[src/hw/rtl/soft_binned_histogram_sampler_macros.svh]
// Assertion macros shared by the histogram sampler RTL.
// Stand-alone header; include guard only, no other dependencies.
`ifndef SOFT_BINNED_HISTOGRAM_SAMPLER_MACROS_SVH
`define SOFT_BINNED_HISTOGRAM_SAMPLER_MACROS_SVH

// Same-cycle implication, sampled on the rising clock, off during reset.
`define SBHS_ASSERT_IMPL(label, clk, rst, ante, cons, msg) \
   label: assert property (@(posedge clk) disable iff (rst) (ante) |-> (cons)) \
      else $error(msg);

// Next-cycle implication, sampled on the rising clock, off during reset.
`define SBHS_ASSERT_NEXT(label, clk, rst, ante, cons, msg) \
   label: assert property (@(posedge clk) disable iff (rst) (ante) |=> (cons)) \
      else $error(msg);

`endif

[src/hw/rtl/sbhs_pkg.sv]
// Shared widths, function codes, constants and controller/datapath structs
// for the histogram sampler. No dependencies.
`default_nettype none

package sbhs_pkg;

   localparam int FUNC_W       = 2;
   localparam int VALUE_W      = 16;
   localparam int BIN_OUT_W    = 4;
   localparam int WEIGHT_W     = 40;
   localparam int TOTAL_W      = 44;
   localparam int TOTAL_SPLIT  = 22;
   localparam int BINS_DEFAULT = 12;

   localparam logic [FUNC_W-1:0] FUNC_OBSERVE = 2'd0;
   localparam logic [FUNC_W-1:0] FUNC_DRAW    = 2'd1;
   localparam logic [FUNC_W-1:0] FUNC_CLEAR   = 2'd2;

   localparam logic [VALUE_W-1:0] OBS_CLAMP    = 16'd65529;
   localparam logic [VALUE_W-1:0] SAMPLE_CLAMP = 16'd64880;
   localparam logic [VALUE_W-1:0] HALF_Q16     = 16'd32768;
   localparam logic [VALUE_W:0]   ONE_Q16      = 17'd65536;

   typedef struct packed {
      logic capture;
      logic obs_calc;
      logic rd_main;
      logic wr_main;
      logic rd_nbr;
      logic wr_nbr;
      logic clear;
      logic mul_lo;
      logic mul_hi;
      logic tgt;
      logic walk_step;
      logic div0;
      logic div1;
      logic div2;
      logic load_rsp;
   } cmd_type;

   typedef struct packed {
      logic walk_more;
   } sts_type;

endpackage

`default_nettype wire

[src/hw/rtl/soft_binned_histogram_sampler.sv]
// Top level of the histogram sampler: sequencer plus datapath.
// Depends on sbhs_pkg, sbhs_ctrl, sbhs_dp and the assertion macro header.
//
//   Channel | Direction | Handshake                  | Payload
//   --------+-----------+----------------------------+------------------------------------
//   req     | in        | req_valid / req_ready      | func, obs_value, rand_pick, rand_place
//   rsp     | out       | rsp_valid / rsp_ready      | sample, sample_bin
//
// A draw takes longer the higher its chosen bin: it walks the weight memory
// one bin per cycle through its single read port. An observation is two
// read-modify-writes on that port.
// Reset clears the state, the result valid flag and the per-bin valid bits, and
// loads the total; no memory sweep follows, so a transaction can enter at once.
// A finished result waits in the output register; the next transaction is taken
// meanwhile and stalls only at its own end until that register is free.
`default_nettype none
`include "soft_binned_histogram_sampler_macros.svh"

module soft_binned_histogram_sampler #(
   parameter int BINS = sbhs_pkg::BINS_DEFAULT
) (
   input  wire logic                             clock,
   input  wire logic                             reset,
   input  wire logic                             req_valid,
   output logic                                  req_ready,
   input  wire logic [sbhs_pkg::FUNC_W-1:0]      req_func,
   input  wire logic [sbhs_pkg::VALUE_W-1:0]     req_obs_value,
   input  wire logic [sbhs_pkg::VALUE_W-1:0]     req_rand_pick,
   input  wire logic [sbhs_pkg::VALUE_W-1:0]     req_rand_place,
   output logic                                  rsp_valid,
   input  wire logic                             rsp_ready,
   output logic [sbhs_pkg::VALUE_W-1:0]          rsp_sample,
   output logic [sbhs_pkg::BIN_OUT_W-1:0]        rsp_sample_bin
);

   sbhs_pkg::cmd_type cmd;
   sbhs_pkg::sts_type sts;

   // sequencer: owns the state, the input ready and the result valid flag
   sbhs_ctrl u_ctrl (
      .clock     (clock),
      .reset     (reset),
      .req_valid (req_valid),
      .req_ready (req_ready),
      .req_func  (req_func),
      .rsp_valid (rsp_valid),
      .rsp_ready (rsp_ready),
      .cmd       (cmd),
      .sts       (sts)
   );

   // datapath: weight memory with valid bits, total, draw walk, placement, result
   sbhs_dp #(
      .BINS (BINS)
   ) u_dp (
      .clock          (clock),
      .reset          (reset),
      .cmd            (cmd),
      .sts            (sts),
      .req_func       (req_func),
      .req_obs_value  (req_obs_value),
      .req_rand_pick  (req_rand_pick),
      .req_rand_place (req_rand_place),
      .rsp_sample     (rsp_sample),
      .rsp_sample_bin (rsp_sample_bin)
   );

   // never overwrite a result that is still waiting
   `SBHS_ASSERT_IMPL(a_load_free, clock, reset, cmd.load_rsp, (!rsp_valid || rsp_ready), "result overwritten")
   // a taken transaction makes the block busy on the next cycle
   `SBHS_ASSERT_NEXT(a_busy_after_take, clock, reset, (req_valid && req_ready), !req_ready, "ready after accept")
   // at most one writer of the weight store or capture per cycle
   `SBHS_ASSERT_IMPL(a_one_writer, clock, reset, 1'b1, $onehot0({cmd.wr_main, cmd.wr_nbr, cmd.clear, cmd.capture}), "write conflict")

endmodule

`default_nettype wire

[src/hw/rtl/sbhs_ctrl.sv]
// Sequencer for the histogram sampler: dispatches each transaction and
// steps the datapath. Depends on sbhs_pkg.
`default_nettype none

module sbhs_ctrl (
   input  wire logic                        clock,
   input  wire logic                        reset,
   input  wire logic                        req_valid,
   output logic                             req_ready,
   input  wire logic [sbhs_pkg::FUNC_W-1:0] req_func,
   output logic                             rsp_valid,
   input  wire logic                        rsp_ready,
   output sbhs_pkg::cmd_type                cmd,
   input  wire sbhs_pkg::sts_type           sts
);

   localparam logic [3:0] S_IDLE     = 4'd0;
   localparam logic [3:0] S_OBS_CALC = 4'd1;
   localparam logic [3:0] S_OBS_RD1  = 4'd2;
   localparam logic [3:0] S_OBS_WR1  = 4'd3;
   localparam logic [3:0] S_OBS_RD2  = 4'd4;
   localparam logic [3:0] S_OBS_WR2  = 4'd5;
   localparam logic [3:0] S_CLR      = 4'd6;
   localparam logic [3:0] S_DRW_MUL0 = 4'd7;
   localparam logic [3:0] S_DRW_MUL1 = 4'd8;
   localparam logic [3:0] S_DRW_TGT  = 4'd9;
   localparam logic [3:0] S_DRW_WALK = 4'd10;
   localparam logic [3:0] S_DRW_DIV0 = 4'd11;
   localparam logic [3:0] S_DRW_DIV1 = 4'd12;
   localparam logic [3:0] S_DRW_DIV2 = 4'd13;
   localparam logic [3:0] S_DONE     = 4'd14;

   logic [3:0] state_ff, state_in;
   logic       rsp_valid_ff, rsp_valid_in;

   always_comb begin
      state_in  = state_ff;
      cmd       = '0;
      req_ready = 1'b0;
      case (state_ff)
         S_IDLE: begin
            req_ready = 1'b1;
            if (req_valid) begin
               cmd.capture = 1'b1;
               case (req_func)
                  sbhs_pkg::FUNC_OBSERVE: state_in = S_OBS_CALC;
                  sbhs_pkg::FUNC_DRAW:    state_in = S_DRW_MUL0;
                  sbhs_pkg::FUNC_CLEAR:   state_in = S_CLR;
                  default:                state_in = S_DONE;
               endcase
            end
         end
         S_OBS_CALC: begin
            cmd.obs_calc = 1'b1;
            state_in     = S_OBS_RD1;
         end
         S_OBS_RD1: begin
            cmd.rd_main = 1'b1;
            state_in    = S_OBS_WR1;
         end
         S_OBS_WR1: begin
            cmd.wr_main = 1'b1;
            state_in    = S_OBS_RD2;
         end
         S_OBS_RD2: begin
            cmd.rd_nbr = 1'b1;
            state_in   = S_OBS_WR2;
         end
         S_OBS_WR2: begin
            cmd.wr_nbr = 1'b1;
            state_in   = S_DONE;
         end
         S_CLR: begin
            cmd.clear = 1'b1;
            state_in  = S_DONE;
         end
         S_DRW_MUL0: begin
            cmd.mul_lo = 1'b1;
            state_in   = S_DRW_MUL1;
         end
         S_DRW_MUL1: begin
            cmd.mul_hi = 1'b1;
            state_in   = S_DRW_TGT;
         end
         S_DRW_TGT: begin
            cmd.tgt  = 1'b1;
            state_in = S_DRW_WALK;
         end
         S_DRW_WALK: begin
            // advance one bin per cycle until the cumulative weight covers the target or the bin is the last
            if (sts.walk_more) begin
               cmd.walk_step = 1'b1;
            end else begin
               state_in = S_DRW_DIV0;
            end
         end
         S_DRW_DIV0: begin
            cmd.div0 = 1'b1;
            state_in = S_DRW_DIV1;
         end
         S_DRW_DIV1: begin
            cmd.div1 = 1'b1;
            state_in = S_DRW_DIV2;
         end
         S_DRW_DIV2: begin
            cmd.div2 = 1'b1;
            state_in = S_DONE;
         end
         S_DONE: begin
            // hold until the result register is free
            if (!rsp_valid_ff || rsp_ready) begin
               cmd.load_rsp = 1'b1;
               state_in     = S_IDLE;
            end
         end
         default: state_in = S_IDLE;
      endcase
   end

   always_comb begin
      if (cmd.load_rsp) begin
         rsp_valid_in = 1'b1;
      end else if (rsp_ready) begin
         rsp_valid_in = 1'b0;
      end else begin
         rsp_valid_in = rsp_valid_ff;
      end
   end

   always_ff @(posedge clock) begin
      if (reset) begin
         state_ff     <= S_IDLE;
         rsp_valid_ff <= 1'b0;
      end else begin
         state_ff     <= state_in;
         rsp_valid_ff <= rsp_valid_in;
      end
   end

   assign rsp_valid = rsp_valid_ff;

endmodule

`default_nettype wire

[src/hw/rtl/sbhs_dp.sv]
// Datapath for the histogram sampler: weight memory, running total, draw
// target and walk, sample placement and result register. Depends on sbhs_pkg.
`default_nettype none

module sbhs_dp #(
   parameter int BINS = sbhs_pkg::BINS_DEFAULT
) (
   input  wire logic                            clock,
   input  wire logic                            reset,
   input  wire sbhs_pkg::cmd_type               cmd,
   output sbhs_pkg::sts_type                    sts,
   input  wire logic [sbhs_pkg::FUNC_W-1:0]     req_func,
   input  wire logic [sbhs_pkg::VALUE_W-1:0]    req_obs_value,
   input  wire logic [sbhs_pkg::VALUE_W-1:0]    req_rand_pick,
   input  wire logic [sbhs_pkg::VALUE_W-1:0]    req_rand_place,
   output logic [sbhs_pkg::VALUE_W-1:0]         rsp_sample,
   output logic [sbhs_pkg::BIN_OUT_W-1:0]       rsp_sample_bin
);

   localparam int VALUE_W   = sbhs_pkg::VALUE_W;
   localparam int WEIGHT_W  = sbhs_pkg::WEIGHT_W;
   localparam int TOTAL_W   = sbhs_pkg::TOTAL_W;
   localparam int SPLIT     = sbhs_pkg::TOTAL_SPLIT;
   localparam int BIN_W     = $clog2(BINS);
   localparam int NUM_W     = BIN_W + VALUE_W;
   localparam int CUM_W     = WEIGHT_W + BIN_W;
   localparam int TGT_W     = VALUE_W + TOTAL_W;
   localparam int CMP_W     = (TGT_W > CUM_W + VALUE_W) ? TGT_W : CUM_W + VALUE_W;
   localparam int LO_W      = VALUE_W + SPLIT;
   localparam int HI_W      = VALUE_W + TOTAL_W - SPLIT;
   localparam int DIV_K     = NUM_W;
   localparam int DPROD_W   = NUM_W + DIV_K;

   localparam logic [DIV_K-1:0]    RECIP       = DIV_K'((64'd1 << DIV_K) / BINS);
   localparam logic [NUM_W-1:0]    BINS_N      = NUM_W'(BINS);
   localparam logic [BIN_W-1:0]    BIN_LAST    = BIN_W'(BINS - 1);
   localparam logic [BIN_W:0]      BIN_LAST_X  = (BIN_W + 1)'(BINS - 1);
   localparam logic [WEIGHT_W-1:0] WEIGHT_ONE  = WEIGHT_W'(sbhs_pkg::ONE_Q16);
   localparam logic [WEIGHT_W-1:0] WEIGHT_MAX  = '1;
   localparam logic [TOTAL_W-1:0]  TOTAL_MAX   = '1;
   localparam logic [TOTAL_W-1:0]  TOTAL_RESET = TOTAL_W'(BINS) << VALUE_W;

   // captured transaction
   logic [sbhs_pkg::FUNC_W-1:0] func_ff;
   logic [VALUE_W-1:0]          obs_ff, pick_ff, place_ff;

   // observation working values
   logic [BIN_W-1:0]   bin_ff, bin_in;
   logic [BIN_W-1:0]   nb_ff, nb_in;
   logic [VALUE_W-1:0] alpha_ff, alpha_in;
   logic [VALUE_W-1:0] obs_clamped, obs_frac;
   logic [NUM_W-1:0]   obs_prod;
   logic [BIN_W-1:0]   obs_bin;
   logic               obs_up;

   // weight memory and its read port
   logic [WEIGHT_W-1:0] weight_mem_ff [BINS];
   logic [BINS-1:0]     valid_ff;
   logic [WEIGHT_W-1:0] rdata_ff;
   logic                rvalid_ff;
   logic [WEIGHT_W-1:0] rd_word, wdata;
   logic [WEIGHT_W:0]   wsum;
   logic [VALUE_W:0]    add_amt;
   logic                rd_en, wr_en;
   logic [BIN_W-1:0]    rd_addr, wr_addr;
   logic [BIN_W:0]      pref_addr;
   logic                pref_ok;

   logic [TOTAL_W-1:0] total_ff, total_in;
   logic [TOTAL_W:0]   tsum;

   // draw
   logic [LO_W-1:0]    prod_lo_ff;
   logic [HI_W-1:0]    prod_hi_ff;
   logic [TGT_W-1:0]   target_ff;
   logic [CUM_W-1:0]   cum_ff, cum_in;
   logic [DPROD_W-1:0] div_prod_ff;
   logic [VALUE_W-1:0] q0_ff, q0_in, q_fix, sample_ff, sample_in;
   logic [NUM_W-1:0]   qb_ff, num, rem;

   logic [VALUE_W-1:0]            res_sample_ff, res_sample_in;
   logic [sbhs_pkg::BIN_OUT_W-1:0] res_bin_ff, res_bin_in;

   // ---- capture ----
   always_ff @(posedge clock) begin
      if (cmd.capture) begin
         func_ff  <= req_func;
         obs_ff   <= req_obs_value;
         pick_ff  <= req_rand_pick;
         place_ff <= req_rand_place;
      end
   end

   // ---- observation: bin, neighbor and split weight ----
   always_comb begin
      obs_clamped = (obs_ff > sbhs_pkg::OBS_CLAMP) ? sbhs_pkg::OBS_CLAMP : obs_ff;
      // the clamp keeps the product below BINS, so the bin needs no clamp
      obs_prod    = NUM_W'(obs_clamped) * BINS_N;
      obs_bin     = obs_prod[NUM_W-1:VALUE_W];
      obs_frac    = obs_prod[VALUE_W-1:0];
      obs_up      = obs_frac > sbhs_pkg::HALF_Q16;
      alpha_in    = obs_up ? (obs_frac - sbhs_pkg::HALF_Q16)
                           : (sbhs_pkg::HALF_Q16 - obs_frac);
      if (obs_up) begin
         nb_in = (obs_bin == BIN_LAST) ? obs_bin : obs_bin + BIN_W'(1);
      end else begin
         nb_in = (obs_bin == '0) ? obs_bin : obs_bin - BIN_W'(1);
      end
   end

   always_comb begin
      bin_in = bin_ff;
      if (cmd.obs_calc) begin
         bin_in = obs_bin;
      end else if (cmd.mul_lo) begin
         bin_in = '0;
      end else if (cmd.walk_step) begin
         bin_in = bin_ff + BIN_W'(1);
      end
   end

   always_ff @(posedge clock) begin
      bin_ff <= bin_in;
      if (cmd.obs_calc) begin
         nb_ff    <= nb_in;
         alpha_ff <= alpha_in;
      end
   end

   // ---- weight memory; a never-written entry reads as 1.0 ----
   assign rd_word   = rvalid_ff ? rdata_ff : WEIGHT_ONE;
   assign pref_addr = {1'b0, bin_ff} + (BIN_W + 1)'(2);
   assign pref_ok   = pref_addr <= BIN_LAST_X;

   always_comb begin
      rd_en   = 1'b0;
      rd_addr = bin_ff;
      if (cmd.rd_main) begin
         rd_en = 1'b1;
      end else if (cmd.rd_nbr) begin
         rd_en   = 1'b1;
         rd_addr = nb_ff;
      end else if (cmd.mul_lo) begin
         rd_en   = 1'b1;
         rd_addr = BIN_W'(0);
      end else if (cmd.mul_hi) begin
         rd_en   = 1'b1;
         rd_addr = BIN_W'(1);
      end else if (cmd.walk_step) begin
         // prefetch the bin after the one being added
         rd_en   = pref_ok;
         rd_addr = pref_addr[BIN_W-1:0];
      end
   end

   always_comb begin
      wr_en   = cmd.wr_main | cmd.wr_nbr;
      wr_addr = cmd.wr_main ? bin_ff : nb_ff;
      add_amt = cmd.wr_main ? (sbhs_pkg::ONE_Q16 - {1'b0, alpha_ff}) : {1'b0, alpha_ff};
      wsum    = {1'b0, rd_word} + (WEIGHT_W + 1)'(add_amt);
      wdata   = wsum[WEIGHT_W] ? WEIGHT_MAX : wsum[WEIGHT_W-1:0];
   end

   always_ff @(posedge clock) begin
      if (wr_en) begin
         weight_mem_ff[wr_addr] <= wdata;
      end
      if (rd_en) begin
         rdata_ff <= weight_mem_ff[rd_addr];
      end
   end

   always_ff @(posedge clock) begin
      if (reset) begin
         valid_ff  <= '0;
         rvalid_ff <= 1'b0;
      end else begin
         if (cmd.clear) begin
            valid_ff <= '0;
         end else if (wr_en) begin
            valid_ff[wr_addr] <= 1'b1;
         end
         if (rd_en) begin
            rvalid_ff <= valid_ff[rd_addr];
         end
      end
   end

   // ---- running total ----
   always_comb begin
      tsum     = {1'b0, total_ff} + (TOTAL_W + 1)'(sbhs_pkg::ONE_Q16);
      total_in = total_ff;
      if (cmd.clear) begin
         total_in = TOTAL_RESET;
      end else if (cmd.wr_nbr) begin
         total_in = tsum[TOTAL_W] ? TOTAL_MAX : tsum[TOTAL_W-1:0];
      end
   end

   always_ff @(posedge clock) begin
      if (reset) begin
         total_ff <= TOTAL_RESET;
      end else begin
         total_ff <= total_in;
      end
   end

   // ---- draw: target in two partial products, then the walk ----
   always_comb begin
      cum_in = cum_ff;
      if (cmd.mul_hi) begin
         cum_in = CUM_W'(rd_word);
      end else if (cmd.walk_step) begin
         cum_in = cum_ff + CUM_W'(rd_word);
      end
   end

   always_ff @(posedge clock) begin
      cum_ff <= cum_in;
      if (cmd.mul_lo) begin
         prod_lo_ff <= LO_W'(pick_ff) * LO_W'(total_ff[SPLIT-1:0]);
      end
      if (cmd.mul_hi) begin
         prod_hi_ff <= HI_W'(pick_ff) * HI_W'(total_ff[TOTAL_W-1:SPLIT]);
      end
      if (cmd.tgt) begin
         target_ff <= (TGT_W'(prod_hi_ff) << SPLIT) + TGT_W'(prod_lo_ff);
      end
   end

   assign sts.walk_more = (CMP_W'(target_ff) > CMP_W'({cum_ff, {VALUE_W{1'b0}}}))
                          && (bin_ff != BIN_LAST);

   // ---- sample placement: (bin * 1.0 + place) / BINS by reciprocal ----
   assign num   = {bin_ff, place_ff};
   assign q0_in = div_prod_ff[DIV_K +: VALUE_W];
   assign rem   = num - qb_ff;

   always_comb begin
      // the estimate is low by at most one
      q_fix     = (rem >= BINS_N) ? q0_ff + VALUE_W'(1) : q0_ff;
      sample_in = (q_fix > sbhs_pkg::SAMPLE_CLAMP) ? sbhs_pkg::SAMPLE_CLAMP : q_fix;
   end

   always_ff @(posedge clock) begin
      if (cmd.div0) begin
         div_prod_ff <= DPROD_W'(num) * DPROD_W'(RECIP);
      end
      if (cmd.div1) begin
         q0_ff <= q0_in;
         qb_ff <= NUM_W'(q0_in) * BINS_N;
      end
      if (cmd.div2) begin
         sample_ff <= sample_in;
      end
   end

   // ---- result register ----
   always_comb begin
      case (func_ff)
         sbhs_pkg::FUNC_OBSERVE: begin
            res_sample_in = '0;
            res_bin_in    = sbhs_pkg::BIN_OUT_W'(bin_ff);
         end
         sbhs_pkg::FUNC_DRAW: begin
            res_sample_in = sample_ff;
            res_bin_in    = sbhs_pkg::BIN_OUT_W'(bin_ff);
         end
         default: begin
            res_sample_in = '0;
            res_bin_in    = '0;
         end
      endcase
   end

   always_ff @(posedge clock) begin
      if (cmd.load_rsp) begin
         res_sample_ff <= res_sample_in;
         res_bin_ff    <= res_bin_in;
      end
   end

   assign rsp_sample     = res_sample_ff;
   assign rsp_sample_bin = res_bin_ff;

endmodule

`default_nettype wire

[config.mk]
export PLATFORM = sky130hd
export DESIGN_NAME = soft_binned_histogram_sampler
export DESIGN_NICKNAME = d
export VERILOG_FILES = /design/src/hw/rtl/sbhs_pkg.sv /design/src/hw/rtl/soft_binned_histogram_sampler.sv /design/src/hw/rtl/sbhs_ctrl.sv /design/src/hw/rtl/sbhs_dp.sv
export VERILOG_INCLUDE_DIRS = /design/src /design/src/hw/rtl
export SDC_FILE = /design/constraint.sdc
export NUM_CORES = 2
export LEC_CHECK = 0
export ABC_AREA = 1
export BUFFER_PORTS_ARGS = -buffer_cell sky130_fd_sc_hd__buf_2
export CORE_MARGIN = 1.5
export CORE_UTILIZATION = 40
export DETAILED_ROUTE_END_ITERATION = 12
export PLACE_DENSITY = 0.66
export REMOVE_ABC_BUFFERS = 1
export SLEW_MARGIN = 20
export SYNTH_ARGS = -nofsm -noshare
export SYNTH_HDL_FRONTEND = slang
export SYNTH_SLANG_ARGS = --single-unit
[constraint.sdc]
create_clock -name clock -period 7.6 [get_ports clock]
set_input_delay 0.38 -clock clock [delete_from_list [all_inputs] [get_ports clock]]
set_output_delay 0.38 -clock clock [all_outputs]
set_load 0.05 [all_outputs]
==> results.md <==
- Outcome: complete, no violations
- Vias in the first global route: 49.99k
- CP Data Arrival Time: 7340 ps
- Layout cell share with drive strength beyond 1: 6.396%
- Final Non-Filler Cells: 9690
- Drt wl/cell: 17.78 um
- H-tree depth: 3
- Leak: 35.44 nW
- Die height: 420.0 um
- Critical path class: reg -> reg
- Residual DRC count: 0
- Design area: 76340 sq um
- Cells after synthesis: 7221
- Most common cell after layout, fill and taps aside: inv_1
- Fillers: 16.20k
- Critical path cell sequence: nand2_1 > fa_1 > inv_1 > fa_1 > fa_1 > fa_1 > fa_1 > inv_1 > fa_1 > inv_1 > ha_1 > a21oi_1 > inv_1 > a211oi_1 > o21ai_0 > a21oi_1 > o21ai_0 > a221oi_1 > xnor2_1
- Synth top area share: 36.83%
- FP Rows: 152
- Top cells by area, synth: edfxtp_1, fa_1, ha_1
- CTS Root Cell: clkbuf_16
- Chip width: 420.0 um
- Area grow syn2layout: 9.766%
- Req. time, crit path: 8050 ps
- RSZ-0062 raised after global routing: false
- Max-slew headroom: 27.11%
- I/O pin cnt: 76
- Largest net degree at the start of global routing: 148
- Post-Syn Area: 69550 sq um
- Worst r2r path cells: 19
- YS warnings: 0
- Post-route antenna net violation count: 0
- Pre-CTS setup slack: 512.8 ps
- Achievable Freq: 145.3 MHz
- Delay-heaviest family, CP: adder cells
- Dominant synthesized flop cell: edfxtp_1
- Min-delay worst type: in -> reg
- Worst skew pair latency: 740 ps
- Seq/Total Area, Yosys: 38.30%
- Commonest cells after routing, fill and taps aside: inv_1, nand2_1, edfxtp_1, fa_1, ha_1
- Die Area: 176400 sq um
- CTS Buffer Depth: 3
- Initial Util: 40.41%
- Drt via density: 5.058
- Internal reg-to-reg setup slack: 720 ps
- First-pass GRT wire length: 272.5 mm
- Ant diodes: 0
- Core area: 172100 sq um
- GPL Wtd Cong: 0.9349
- Post-synth cell types: 65
- # setup viols final: 0
- Grt total ovfl: 0
- Worst Skew: 54.17 ps
- PnR worst setup slack: 717.4 ps
- PwrDens: 435.3 nW/um^2
- DR iter-0 viols: 4052
- Via count: 49.01k
- Final Hold Slack: 68.14 ps
- Dpl cell area: 72580 sq um
- Power, Total: 33.23 mW
- Initial antenna violation count: 2
- Synthesized flop and latch total: 904
- Hold path start: rsp_ready
- Synth async-reset ratio: 0%
- First-pass iteration count of the detailed router: 7
- Final #Nets: 8465
- Startpoint Class: flop
- Max-slew violations: 0
- Worst Setup End Kind: flop
- Worst hold path depth: 4
- CTS Sinks: 904
- Port Buf Inserts: 75
- CP max stage cell: dfxtp_1
- Largest area contributor in the netlist: edfxtp_1
- Setup TNS: 0 ps
- Worst path bufs/invs: 4
- Total track usage: 19.62%
- CP max FO: 20
- Reg-to-reg endpoint: u_dp.prod_hi_ff[33]
- HPWL Detailed: 124.4 mm
- Hold EP: u_ctrl.rsp_valid
- CTS tree: yes
- Tmin final: 6883 ps
- CTS clk-pin slew, worst paths: 60 ps
- Slowest stage delay, CP: 1020 ps
- Fin. Hold Viols: 0
- Total routed wirelength: 172.3 mm
- CP most frequent cell: fa_1
- Setup Fix Bufs, Post-CTS: 0
- Fin util: 44.35%
- Reg-to-Reg Start: u_dp.total_ff[30]
- EDFF count, synth: 853
- Worst slew pin tran: 1086 ps
- Cts bufs inserted: 94
- Part of the cycle the worst path needs: 90.56%
- Max cap viols: 0
- Synth Area per Inst: 9.631 sq um
- Placed Cells: 9464
- IR drop worst, VDD: 942.8 uV
per-layer routing:
| metal | track usage [%] | up-vias | wire length [um] |
|---|---|---|---|
| met1 | 27.40 | 23850 | 78410 |
| met5 | 0 | - | 0 |
| met3 | 2.456 | 261 | 10300 |
| met4 | 5.275 | 0 | 4179 |
| li1 | - | 23430 | - |
| met2 | 32.07 | 1469 | 79410 |
Yosys cell counts (5+ instances only):
library cell  instances
edfxtp_1            853
buf_2                44
o21bai_1             23
inv_1              1484
nor4_1               23
dfxtp_1              51
a21boi_0              9
or2_2                18
inv_2                 7
buf_4                13
a221oi_1              6
nand4_1              47
nor2_1              365
buf_6                 7
o21ai_1              22
a31oi_1              29
nand2_2               7
ha_1                549
a21oi_2               7
xor2_1              174
buf_1                25
xnor2_1              81
o21a_1               20
nor2_2               11
a21o_1               15
fa_1                560
mux2i_1             117
o22ai_1               7
o211ai_1             64
a21oi_1             340
a211oi_1             10
nand3_1             210
mux2_2               89
nand3b_1             10
o21ai_0             273
nor3_1               64
nand2_1            1402
o221ai_1              5
clkbuf_1            129
o31ai_1               6
worst max path at each step:
stage          slack, ps             endpoint               start  cells after the start
5_1_grt              270  u_dp.prod_lo_ff[27]   u_dp.total_ff[14]                     22
2_1_floorplan      -8590    u_dp.rdata_ff[29]  u_ctrl.state_ff[3]                      9
3_5_place_dp         510  u_dp.prod_lo_ff[27]   u_dp.total_ff[14]                     22
6_report             720  u_dp.prod_hi_ff[33]   u_dp.total_ff[30]                     19
3_3_place_gp         650  u_dp.prod_lo_ff[26]   u_dp.total_ff[14]                     21
4_1_cts              540  u_dp.prod_lo_ff[27]   u_dp.total_ff[14]                     22
flip-flops by register name, indices dropped and copies added (netlist names):
signal	flops
u_dp.target_ff	60
u_dp.cum_ff	44
u_dp.place_ff	16
u_dp.nb_ff	4
u_ctrl.rsp_valid	1
u_dp.pick_ff	16
u_dp.prod_hi_ff	38
u_dp.rsp_sample_bin	4
u_ctrl.state_ff	4
u_dp.rsp_sample	16
u_dp.prod_lo_ff	38
u_dp.div_prod_ff	16
u_dp.rdata_ff	40
u_dp.rvalid_ff	1
u_dp.alpha_ff	14
u_dp.weight_mem_ff	480
u_dp.obs_ff	16
u_dp.bin_ff	4
u_dp.q0_ff	16
u_dp.total_ff	29
u_dp.qb_ff	17
u_dp.func_ff	2
u_dp.valid_ff	12
u_dp.sample_ff	16
worst reg2reg max path, cell delays in order (launching register included):
cell and delay, ps:
dfxtp_1 1020, nand2_1 200, fa_1 580, inv_1 50
fa_1 460, fa_1 530, fa_1 530, fa_1 550
inv_1 60, fa_1 550, inv_1 50, ha_1 350
a21oi_1 260, inv_1 70, a211oi_1 200, o21ai_0 110
a21oi_1 330, o21ai_0 210, a221oi_1 420, xnor2_1 120
cells by family (layout without fill, tap and decap cells):
family	count (synthesis)	after routing	share of synthesized area, %
xor+xnor	256	256	3.235
compound gates	853	853	6.932
buf+inv	1709	1868	9.449
mux	206	206	3.125
flops	904	904	38.30
fa+ha+maj	1109	1109	26.00
simple gates	2184	2184	12.96
timing repair:
action,in CTS,in global routing
endpoints found under the setup margin,0,1
hold endpoints to repair,55,0
hold buffers,52,0
resized for setup,0,1
where the power goes:
part	internal (mW)	total [mW]	switching, mW
Clock	2.77	4.85	2.07
Sequential	7.12	7.46	0.339
Combinational	7.24	20.9	13.7
Total	17.1	33.2	16.1
layout make-up:
| cell class | instances | area [sq um] | area share (%) |
|---|---|---|---|
| Multi-Input combinational cell | 4608 | 36490 | 47.80 |
| Sequential cell | 904 | 26640 | 34.89 |
| Inverter | 1491 | 5597 | 7.331 |
| Tap cell | 2310 | 2890 | 3.786 |
| Clock buffer | 115 | 2455 | 3.216 |
| Timing Repair Buffer | 203 | 1491 | 1.954 |
| Clock inverter | 59 | 779.5 | 1.021 |
Note: power is estimated with default switching activity, not from simulation.
